<file path="src/design/s5hp_pkg.sv">
// Shared types and constants for the SOCKS5 handshake parser.
// No dependencies; used by the result and configuration interfaces and the top level.
package s5hp_pkg;

	localparam int PREF_SLOTS_DEF = 4;
	localparam int MAX_SLOTS      = 4;

	localparam int CFG_IDX_W  = 3;
	localparam int CFG_DATA_W = 4;
	localparam int COUNT_W    = 3;
	localparam int METHOD_W   = 4;

	localparam logic [CFG_IDX_W-1:0] REG_PREF_COUNT    = 3'd0;
	localparam logic [CFG_IDX_W-1:0] REG_PREF_METHOD_0 = 3'd1;

	localparam logic [7:0] SOCKS_VERSION = 8'h05;
	localparam logic [7:0] NO_METHOD     = 8'hff;
	localparam logic [7:0] METHOD_NOAUTH = 8'h00;
	localparam logic [7:0] ATYP_IPV4     = 8'h01;
	localparam logic [7:0] ATYP_DOMAIN   = 8'h03;
	localparam logic [7:0] ATYP_IPV6     = 8'h04;
	localparam logic [7:0] IPV4_LEN      = 8'd4;
	localparam logic [7:0] IPV6_LEN      = 8'd16;

	typedef enum logic [3:0] {
		EV_CONSUMED    = 4'd0,
		EV_REPLY_CONT  = 4'd1,
		EV_REPLY_CLOSE = 4'd2,
		EV_REFUSED     = 4'd3,
		EV_BAD_VER     = 4'd4,
		EV_BAD_ATYP    = 4'd5,
		EV_ADDR        = 4'd6,
		EV_DONE        = 4'd7,
		EV_IGNORED     = 4'd8
	} event_t;

endpackage

</file>
<file path="src/design/s5hp_byte_if.sv">
// Received byte channel: valid/ready handshake carrying one word of stream data.
// Depends on nothing.
interface s5hp_byte_if;
	logic       valid;
	logic       ready;
	logic [7:0] rx_byte;

	modport source (output valid, output rx_byte, input ready);
	modport sink (input valid, input rx_byte, output ready);
endinterface

</file>
<file path="src/design/s5hp_res_if.sv">
// Result channel: one word per received byte with the parse event and captured fields.
// Depends on s5hp_pkg.
interface s5hp_res_if;
	import s5hp_pkg::*;

	logic        valid;
	logic        ready;
	event_t      event_res;
	logic [7:0]  reply_method;
	logic [7:0]  command;
	logic [7:0]  address_type;
	logic [7:0]  address_byte;
	logic [7:0]  address_index;
	logic [15:0] port;
	logic        reply_code;

	modport source (output valid, output event_res, output reply_method, output command,
		output address_type, output address_byte, output address_index, output port,
		output reply_code, input ready);
	modport sink (input valid, input event_res, input reply_method, input command,
		input address_type, input address_byte, input address_index, input port,
		input reply_code, output ready);
endinterface

</file>
<file path="src/design/s5hp_cfg_if.sv">
// Configuration write channel: register index and data with valid/ready.
// Depends on s5hp_pkg.
interface s5hp_cfg_if;
	import s5hp_pkg::*;

	logic                  valid;
	logic                  ready;
	logic [CFG_IDX_W-1:0]  index;
	logic [CFG_DATA_W-1:0] data;

	modport source (output valid, output index, output data, input ready);
	modport sink (input valid, input index, input data, output ready);
endinterface

</file>
<file path="src/design/socks5_handshake_parser.sv">
// SOCKS5 client greeting and request parser, one received byte per word.
// Depends on s5hp_pkg, s5hp_byte_if, s5hp_res_if and s5hp_cfg_if.
//
// Usage:
//   rx  : received bytes from the client connection, one per word.
//   res : exactly one result word per received byte, in order: the parse
//         event, the chosen reply method, captured command, address type and
//         reply code, streamed address bytes and the assembled port.
//   cfg : register writes (pref_count, pref_method_0..3), always ready; write
//         only while no byte is in flight.
// Path: each accepted byte passes the input register, then the state update and
// the result register. Throughput is one byte per cycle while res does not
// stall, limited by the single parse state register.
// When res stalls, the result register holds and the input register fills;
// rx.ready drops only once both are full, and follows res.ready after that.
// Reset returns the parser to the greeting version byte, clears captured
// values and in-flight words, and sets pref_count to 1 with all methods 0.
// After a close every further byte yields an ignored event.
module socks5_handshake_parser #(
	parameter int PREF_SLOTS = s5hp_pkg::PREF_SLOTS_DEF
) (
	input  logic        clk,
	input  logic        arst_n,
	s5hp_byte_if.sink   rx,
	s5hp_res_if.source  res,
	s5hp_cfg_if.sink    cfg
);
	import s5hp_pkg::*;

	localparam int NSLOT = (PREF_SLOTS < MAX_SLOTS) ? PREF_SLOTS : MAX_SLOTS;
	localparam logic [COUNT_W-1:0] NSLOT_C = COUNT_W'(NSLOT);

	typedef enum logic [3:0] {
		PH_VER, PH_NMETH, PH_METHODS, PH_HDR, PH_DLEN,
		PH_ADDR, PH_PORT_HI, PH_PORT_LO, PH_CLOSED
	} phase_t;

	// configuration
	logic [COUNT_W-1:0]  pref_count_q;
	logic [METHOD_W-1:0] pref_q [NSLOT];

	// input stage
	logic       valid_s1;
	logic [7:0] byte_s1;

	// parse state
	phase_t         phase_q, phase_d;
	logic [7:0]     method_count_q, method_count_d;
	logic [NSLOT-1:0] mask_q, mask_d;
	logic [1:0]     hdr_idx_q, hdr_idx_d;
	logic [7:0]     cmd_q, cmd_d;
	logic [7:0]     atyp_q, atyp_d;
	logic           rcode_q, rcode_d;
	logic [7:0]     alen_q, alen_d;
	logic [7:0]     acnt_q, acnt_d;
	logic [7:0]     port_hi_q, port_hi_d;

	// result register
	logic        res_valid_q;
	event_t      ev_q, ev_d;
	logic [7:0]  rmeth_q, rmeth_d;
	logic [7:0]  abyte_q, abyte_d;
	logic [7:0]  aidx_q, aidx_d;
	logic [15:0] port_q, port_d;

	// captured fields go out with the values after this byte
	logic [7:0] cmd_out_q, atyp_out_q;
	logic       rcode_out_q;

	logic             out_free;
	logic             step;
	logic [COUNT_W-1:0] n_used;
	logic [NSLOT-1:0] hit;
	logic [NSLOT-1:0] new_mask;
	logic [7:0]       pick;
	logic [7:0]       cnt_dec;
	logic [7:0]       acnt_inc;

	assign out_free = !res_valid_q || res.ready;
	assign step     = valid_s1 && out_free;
	assign rx.ready = !valid_s1 || out_free;
	assign cfg.ready = 1'b1;

	assign n_used   = (pref_count_q > NSLOT_C) ? NSLOT_C : pref_count_q;
	assign cnt_dec  = method_count_q - 8'd1;
	assign acnt_inc = acnt_q + 8'd1;

	always_comb begin
		for (int i = 0; i < NSLOT; i++) begin
			hit[i] = (COUNT_W'(i) < n_used) && (byte_s1 == {4'h0, pref_q[i]});
		end
		new_mask = mask_q | hit;
		pick = NO_METHOD;
		for (int i = NSLOT - 1; i >= 0; i--) begin
			if (new_mask[i] && (COUNT_W'(i) < n_used)) begin
				pick = {4'h0, pref_q[i]};
			end
		end
	end

	always_comb begin
		phase_d        = phase_q;
		method_count_d = method_count_q;
		mask_d         = mask_q;
		hdr_idx_d      = hdr_idx_q;
		cmd_d          = cmd_q;
		atyp_d         = atyp_q;
		rcode_d        = rcode_q;
		alen_d         = alen_q;
		acnt_d         = acnt_q;
		port_hi_d      = port_hi_q;
		ev_d           = EV_IGNORED;
		rmeth_d        = '0;
		abyte_d        = '0;
		aidx_d         = '0;
		port_d         = '0;
		case (phase_q)
			PH_VER: begin
				if (byte_s1 != SOCKS_VERSION) begin
					ev_d    = EV_BAD_VER;
					phase_d = PH_CLOSED;
				end else begin
					ev_d    = EV_CONSUMED;
					phase_d = PH_NMETH;
				end
			end
			PH_NMETH: begin
				method_count_d = byte_s1;
				mask_d         = '0;
				if (byte_s1 == 8'd0) begin
					ev_d    = EV_REFUSED;
					rmeth_d = NO_METHOD;
					phase_d = PH_CLOSED;
				end else begin
					ev_d    = EV_CONSUMED;
					phase_d = PH_METHODS;
				end
			end
			PH_METHODS: begin
				mask_d         = new_mask;
				method_count_d = cnt_dec;
				if (cnt_dec != 8'd0) begin
					ev_d = EV_CONSUMED;
				end else begin
					rmeth_d = pick;
					if (pick == NO_METHOD) begin
						ev_d    = EV_REFUSED;
						phase_d = PH_CLOSED;
					end else if (pick == METHOD_NOAUTH) begin
						ev_d      = EV_REPLY_CONT;
						hdr_idx_d = 2'd0;
						phase_d   = PH_HDR;
					end else begin
						ev_d    = EV_REPLY_CLOSE;
						phase_d = PH_CLOSED;
					end
				end
			end
			PH_HDR: begin
				ev_d      = EV_CONSUMED;
				hdr_idx_d = hdr_idx_q + 2'd1;
				case (hdr_idx_q)
					2'd0: rcode_d = (byte_s1 != SOCKS_VERSION);
					2'd1: cmd_d = byte_s1;
					2'd3: begin
						atyp_d = byte_s1;
						acnt_d = '0;
						if (byte_s1 == ATYP_IPV4) begin
							alen_d  = IPV4_LEN;
							phase_d = PH_ADDR;
						end else if (byte_s1 == ATYP_IPV6) begin
							alen_d  = IPV6_LEN;
							phase_d = PH_ADDR;
						end else if (byte_s1 == ATYP_DOMAIN) begin
							phase_d = PH_DLEN;
						end else begin
							ev_d    = EV_BAD_ATYP;
							phase_d = PH_CLOSED;
						end
					end
					default: ;
				endcase
			end
			PH_DLEN: begin
				ev_d    = EV_CONSUMED;
				alen_d  = byte_s1;
				acnt_d  = '0;
				phase_d = (byte_s1 == 8'd0) ? PH_PORT_HI : PH_ADDR;
			end
			PH_ADDR: begin
				ev_d    = EV_ADDR;
				abyte_d = byte_s1;
				aidx_d  = acnt_q;
				acnt_d  = acnt_inc;
				if (acnt_inc == alen_q) phase_d = PH_PORT_HI;
			end
			PH_PORT_HI: begin
				ev_d      = EV_CONSUMED;
				port_hi_d = byte_s1;
				phase_d   = PH_PORT_LO;
			end
			PH_PORT_LO: begin
				ev_d    = EV_DONE;
				port_d  = {port_hi_q, byte_s1};
				phase_d = PH_CLOSED;
			end
			default: begin
				ev_d    = EV_IGNORED;
				phase_d = PH_CLOSED;
			end
		endcase
	end

	// configuration registers
	always_ff @(posedge clk or negedge arst_n) begin
		if (!arst_n) begin
			pref_count_q <= COUNT_W'(1);
			for (int i = 0; i < NSLOT; i++) pref_q[i] <= '0;
		end else if (cfg.valid) begin
			if (cfg.index == REG_PREF_COUNT) pref_count_q <= cfg.data[COUNT_W-1:0];
			for (int i = 0; i < NSLOT; i++) begin
				if (cfg.index == REG_PREF_METHOD_0 + CFG_IDX_W'(i)) begin
					pref_q[i] <= cfg.data[METHOD_W-1:0];
				end
			end
		end
	end

	// input register
	always_ff @(posedge clk or negedge arst_n) begin
		if (!arst_n) begin
			valid_s1 <= 1'b0;
		end else if (rx.ready) begin
			valid_s1 <= rx.valid;
		end
	end

	always_ff @(posedge clk) begin
		if (rx.ready && rx.valid) byte_s1 <= rx.rx_byte;
	end

	// parse state and result register
	always_ff @(posedge clk or negedge arst_n) begin
		if (!arst_n) begin
			phase_q        <= PH_VER;
			method_count_q <= '0;
			mask_q         <= '0;
			hdr_idx_q      <= '0;
			cmd_q          <= '0;
			atyp_q         <= '0;
			rcode_q        <= 1'b0;
			alen_q         <= '0;
			acnt_q         <= '0;
			port_hi_q      <= '0;
			res_valid_q    <= 1'b0;
			ev_q           <= EV_CONSUMED;
			rmeth_q        <= '0;
			abyte_q        <= '0;
			aidx_q         <= '0;
			port_q         <= '0;
			cmd_out_q      <= '0;
			atyp_out_q     <= '0;
			rcode_out_q    <= 1'b0;
		end else begin
			if (out_free) res_valid_q <= valid_s1;
			if (step) begin
				phase_q        <= phase_d;
				method_count_q <= method_count_d;
				mask_q         <= mask_d;
				hdr_idx_q      <= hdr_idx_d;
				cmd_q          <= cmd_d;
				atyp_q         <= atyp_d;
				rcode_q        <= rcode_d;
				alen_q         <= alen_d;
				acnt_q         <= acnt_d;
				port_hi_q      <= port_hi_d;
				ev_q           <= ev_d;
				rmeth_q        <= rmeth_d;
				abyte_q        <= abyte_d;
				aidx_q         <= aidx_d;
				port_q         <= port_d;
				cmd_out_q      <= cmd_d;
				atyp_out_q     <= atyp_d;
				rcode_out_q    <= rcode_d;
			end
		end
	end

	assign res.valid         = res_valid_q;
	assign res.event_res     = ev_q;
	assign res.reply_method  = rmeth_q;
	assign res.command       = cmd_out_q;
	assign res.address_type  = atyp_out_q;
	assign res.address_byte  = abyte_q;
	assign res.address_index = aidx_q;
	assign res.port          = port_q;
	assign res.reply_code    = rcode_out_q;

endmodule
</file>
<file path="src/flat_wrapper.sv">
// flat-port wrapper written by rule: the top's interface ports become plain ports
module socks5_handshake_parser_flat import s5hp_pkg::*;
#(
	parameter int PREF_SLOTS = s5hp_pkg::PREF_SLOTS_DEF
)
  (clk, arst_n, rx_valid, rx_rx_byte, rx_ready, res_valid, res_event_res, res_reply_method, res_command, res_address_type, res_address_byte, res_address_index, res_port, res_reply_code, res_ready, cfg_valid, cfg_index, cfg_data, cfg_ready);
  s5hp_byte_if rx_i ();
  s5hp_res_if res_i ();
  s5hp_cfg_if cfg_i ();
  input  logic clk;
  input  logic arst_n;
  input wire logic [$bits(rx_i.valid)-1:0] rx_valid;
  input wire logic [$bits(rx_i.rx_byte)-1:0] rx_rx_byte;
  output wire logic [$bits(rx_i.ready)-1:0] rx_ready;
  output wire logic [$bits(res_i.valid)-1:0] res_valid;
  output wire logic [$bits(res_i.event_res)-1:0] res_event_res;
  output wire logic [$bits(res_i.reply_method)-1:0] res_reply_method;
  output wire logic [$bits(res_i.command)-1:0] res_command;
  output wire logic [$bits(res_i.address_type)-1:0] res_address_type;
  output wire logic [$bits(res_i.address_byte)-1:0] res_address_byte;
  output wire logic [$bits(res_i.address_index)-1:0] res_address_index;
  output wire logic [$bits(res_i.port)-1:0] res_port;
  output wire logic [$bits(res_i.reply_code)-1:0] res_reply_code;
  input wire logic [$bits(res_i.ready)-1:0] res_ready;
  input wire logic [$bits(cfg_i.valid)-1:0] cfg_valid;
  input wire logic [$bits(cfg_i.index)-1:0] cfg_index;
  input wire logic [$bits(cfg_i.data)-1:0] cfg_data;
  output wire logic [$bits(cfg_i.ready)-1:0] cfg_ready;
  assign rx_i.valid = rx_valid;
  assign rx_i.rx_byte = rx_rx_byte;
  assign rx_ready = rx_i.ready;
  assign res_valid = res_i.valid;
  assign res_event_res = res_i.event_res;
  assign res_reply_method = res_i.reply_method;
  assign res_command = res_i.command;
  assign res_address_type = res_i.address_type;
  assign res_address_byte = res_i.address_byte;
  assign res_address_index = res_i.address_index;
  assign res_port = res_i.port;
  assign res_reply_code = res_i.reply_code;
  assign res_i.ready = res_ready;
  assign cfg_i.valid = cfg_valid;
  assign cfg_i.index = cfg_index;
  assign cfg_i.data = cfg_data;
  assign cfg_ready = cfg_i.ready;
  socks5_handshake_parser #(.PREF_SLOTS(PREF_SLOTS)) u_core (.clk(clk), .arst_n(arst_n), .rx(rx_i), .res(res_i), .cfg(cfg_i));
endmodule
</file>
<file path="config.mk">
export PLATFORM = sky130hd
export DESIGN_NAME = socks5_handshake_parser_flat
export DESIGN_NICKNAME = d
export VERILOG_FILES = /design/src/design/s5hp_pkg.sv /design/src/design/s5hp_byte_if.sv /design/src/design/s5hp_res_if.sv /design/src/design/s5hp_cfg_if.sv /design/src/design/socks5_handshake_parser.sv /design/src/flat_wrapper.sv
export SDC_FILE = /design/constraint.sdc
export NUM_CORES = 1
export LEC_CHECK = 0
export BUFFER_PORTS_ARGS = -buffer_cell sky130_fd_sc_hd__buf_2
export CELL_PAD_IN_SITES_DETAIL_PLACEMENT = 0
export CELL_PAD_IN_SITES_GLOBAL_PLACEMENT = 1
export CORE_ASPECT_RATIO = 1.5
export CORE_MARGIN = 4
export CORE_UTILIZATION = 41
export CTS_CLUSTER_DIAMETER = 120
export DETAILED_ROUTE_END_ITERATION = 8
export MAX_ROUTING_LAYER = met4
export PLACE_DENSITY = 0.8
export SETUP_SLACK_MARGIN = 0.2
export SLEW_MARGIN = 20
export SYNTH_ARGS = -nofsm -noshare
export SYNTH_HDL_FRONTEND = slang
export SYNTH_SLANG_ARGS = --single-unit
export TNS_END_PERCENT = 30
</file>
<file path="constraint.sdc">
create_clock -name clk -period 2.5 [get_ports clk]
set_input_delay 0.25 -clock clk [delete_from_list [all_inputs] [get_ports clk]]
set_output_delay 0.25 -clock clk [all_outputs]
set_load 0.02 [all_outputs]
</file>
==> flow_metrics.env <==
export IMPL_power_density_nw_per_um2=665.5
export IMPL_syn_nets=610
export IMPL_worstPathArrival_ns=2.91
export IMPL_gr_total_overflow=0
export IMPL_p_sw_mw=1.422
export IMPL_fin_skew_ns=0.009290
export IMPL_hold_viol=0
export IMPL_cts_made_buffers=17
export IMPL_post_route_period_util_pct=104.8
export IMPL_clockBufferDepth=2
export IMPL_cts_num_sinks=129
export IMPL_status="finished, violations left"
export IMPL_crit_type="reg2reg"
export IMPL_p_clk_share_pct=48.2
export IMPL_fin_util_pct=54.44
export IMPL_pwr_share_comb_pct=8.6
export IMPL_yosysTopAreaCellShare_pct=48.56
export IMPL_area_growth_pct=29.08
export IMPL_maxSlewViolCount=0
export IMPL_fill_cells=1345
export IMPL_layout_setup_ws_ns=-0.1207
export IMPL_ant_nets=0
export IMPL_clk_latency_ns=0.42
export IMPL_synth_area_leaders="dfrtp_1 49%, mux2_2 7.3%, o21ai_0 4.2%, a22o_1 4.1%, edfxtp_1 3.9%"
export IMPL_fp_dieW_microns=108.3
export IMPL_yosysTopAreaCell="dfrtp_1"
export IMPL_synth_warnings=0
export IMPL_p_int_mw=3.889
export IMPL_start_kind="register"
export IMPL_fin_nets=749
export IMPL_clock_fmax_ghz=0.3816
export IMPL_port_buffers=82
export IMPL_drtPass1Iterations=5
export IMPL_grtUsageTotal_pct=20.96
export IMPL_endpoint_kind="register"
export IMPL_ys_types=67
export IMPL_post_dp_hpwl_mm=12.28
export IMPL_synth_edf_count=8
export IMPL_violations="setup timing"
export IMPL_vias=5101
export IMPL_synthArstFlopShare_pct=93.80
export IMPL_die_area_sq_um=17150
export IMPL_start_util_pct=42.17
export IMPL_drtIter0Drc=278
export IMPL_rsz0062_at_grt="true"
export IMPL_ir_drop_v=0.0004192
export IMPL_core_sq_um=14660
export IMPL_dp_cells=886
export IMPL_post_route_min_period_ns=2.621
export IMPL_pre_cts_ws_ns=-0.2894
export IMPL_dieHeight_microns=158.4
export IMPL_cts_tree="built"
export IMPL_required_ns=2.79
export IMPL_yosysMostFrequentCell="dfrtp_1"
export IMPL_yosysSeqAreaShare_pct=52.87
export IMPL_clk_pin_slew_ns=0.06
export IMPL_syn_cell_area_sq_um=6183
export IMPL_synth_cells=584
export IMPL_htree_num_levels=4
export IMPL_antenna_found_initial=0
export IMPL_diodes=0
export IMPL_viasPerCell=5.473
export IMPL_maxCapViolations=0
export IMPL_route_detailed_drc=0
export IMPL_final_setup_tns_ns=-0.6488
export IMPL_final_cells=932
export IMPL_ys_top_cells_by_count="120 x dfrtp_1, 58 x nand2_1, 52 x o21ai_0"
export IMPL_tightest_slew_ns=0.5371
export IMPL_ioPinCount=84
export IMPL_critPathMaxFanout=6
export IMPL_place_congestion=0.8936
export IMPL_place_area_sq_um=7137
export IMPL_hp_class="in2reg"
export IMPL_placementRows=54
export IMPL_grt_pass1_vias=5245
export IMPL_slew_headroom_pct=63.92
export IMPL_cts_root_buf="clkbuf_16"
export IMPL_setup_violations=7
export IMPL_yosys_most_used_dff="dfrtp_1"
export IMPL_grt_pass1_wl_mm=27.03
export IMPL_leakage_nw=3.799
export IMPL_wire_per_inst_microns=17.92
export IMPL_hold_ws_ns=0.01998
export IMPL_stdcell_area_sq_um=7981
export IMPL_synth_area_per_cell_sq_um=10.59
export IMPL_ys_ff_latch=129
export IMPL_p_sw_share_pct=26.77
export IMPL_layout_drive_gt1_share_pct=34.65
export IMPL_grt_max_degree=51
export IMPL_p_total_mw=5.311
export IMPL_wirelength_mm=16.70
export IMPL_seqPwrFrac_pct=43.2
## worst paths after layout
kind                                                      endpoint                                     from  slack, ns  cells past startpoint
setup / recovery                   u_core.hdr_idx_q[0]$_DFFE_PN0P_              u_core.byte_s1[6]$_DFFE_PP_      -0.12                      9
hold / removal                         u_core.byte_s1[4]$_DFFE_PP_                            rx_rx_byte[4]       0.02                      1
setup reg to reg                   u_core.hdr_idx_q[0]$_DFFE_PN0P_              u_core.byte_s1[6]$_DFFE_PP_      -0.12                      9
hold reg to reg            u_core.res.address_index[5]$_DFFE_PN0P_  u_core.res.address_index[5]$_DFFE_PN0P_       0.48                      2
max in group asynchronous   u_core.res.address_type[5]$_DFFE_PN0P_                                   arst_n       1.52                      3
min in group asynchronous      u_core.res.event_res[2]$_DFFE_PN0P_                                   arst_n       0.28                      2
## kinds of logic after synthesis
kind of cell / share of synthesized area [%]
xor+xnor: 3.966
mux: 7.608
flops: 52.87
other cells: 0.06065
buf+inv: 3.460
fa+ha+maj: 1.214
simple gates: 13.98
compound gates: 16.84
## critical path: stages, from the launching register on
cell      delay (ns)
edfxtp_1        0.45
buf_4           0.18
or4_4           0.43
or3_1           0.40
a32oi_2         0.24
o21ai_2         0.12
nor4_4          0.29
buf_4           0.19
a21o_1          0.11
a31oi_1         0.08
## placed cells by master, fill, tap and decap left out, types with 5 or more instances in the layout
cell,n
a21oi_1,26
a22o_1,29
a31oi_1,7
and2_1,5
buf_2,81
buf_4,64
clkbuf_16,18
dfrtp_1,118
dlygate4sd3_1,5
edfxtp_1,8
ha_1,6
inv_1,16
inv_6,5
inv_8,6
mux2_2,40
nand2_1,58
nand2b_1,9
nand3_1,14
nor2_1,31
nor2b_1,8
nor3_1,10
o21ai_0,40
o21ai_1,9
o21ai_2,5
xnor2_1,23
xor2_1,5
## power groups by stage
| stage | clock [mW] | combinational [mW] | sequential, mW |
|---|---|---|---|
| 4_1_cts | 2.60 | 0.451 | 2.29 |
| 6_report | 2.56 | 0.457 | 2.30 |
| 3_3_place_gp | 0 | 0.422 | 2.32 |
| 2_1_floorplan | 0 | 0.249 | 2.30 |
| 3_5_place_dp | 0 | 0.434 | 2.33 |
| 5_1_grt | 2.70 | 0.504 | 2.30 |
## registers in the layout, indices dropped and copies added, names as in the netlist
name / flops
u_core.res.reply_method: 5
u_core.res.address_type: 8
u_core.method_count_q: 8
u_core.res.valid: 1
u_core.res.address_index: 8
u_core.pref_count_q: 3
u_core.mask_q: 4
u_core.hdr_idx_q: 2
u_core.phase_q: 4
u_core.res.event_res: 4
u_core.valid_s1: 1
u_core.res.address_byte: 8
u_core.byte_s1: 8
u_core.pref_q: 16
u_core.res.reply_code: 1
u_core.acnt_q: 8
u_core.alen_q: 8
u_core.res.port: 16
u_core.res.command: 8
u_core.port_hi_q: 8
## layout make-up
| type | instances | area (sq um) | share of cell area [%] |
|---|---|---|---|
| Timing Repair Buffer | 153 | 978.4 | 12.26 |
| Multi-Input combinational cell | 406 | 2818 | 35.30 |
| Inverter | 16 | 60.06 | 0.7525 |
| Clock buffer | 18 | 450.4 | 5.644 |
| Tap cell | 196 | 245.2 | 3.073 |
| Sequential cell | 129 | 3272 | 40.99 |
| Clock inverter | 14 | 157.7 | 1.975 |
## per-layer routing
layer | wire, microns | track usage [%] | vias to the layer above
met3 | 574 | 3.448 | 45
met5 | 0 | - | -
li1 | - | - | 2390
met2 | 9250 | 37.84 | 138
met4 | 505 | 8.724 | 0
met1 | 6372 | 22.68 | 2528
## repair_timing
action / in CTS / in global routing
hold endpoints to repair: 24 / 1
pin swaps: 3 / 8
endpoints found under the setup margin: 21 / 21
setup buffers: 5 / 4
hold buffers: 4 / 1
resized for setup: 16 / 22
Power figures use the tool's default switching activity.
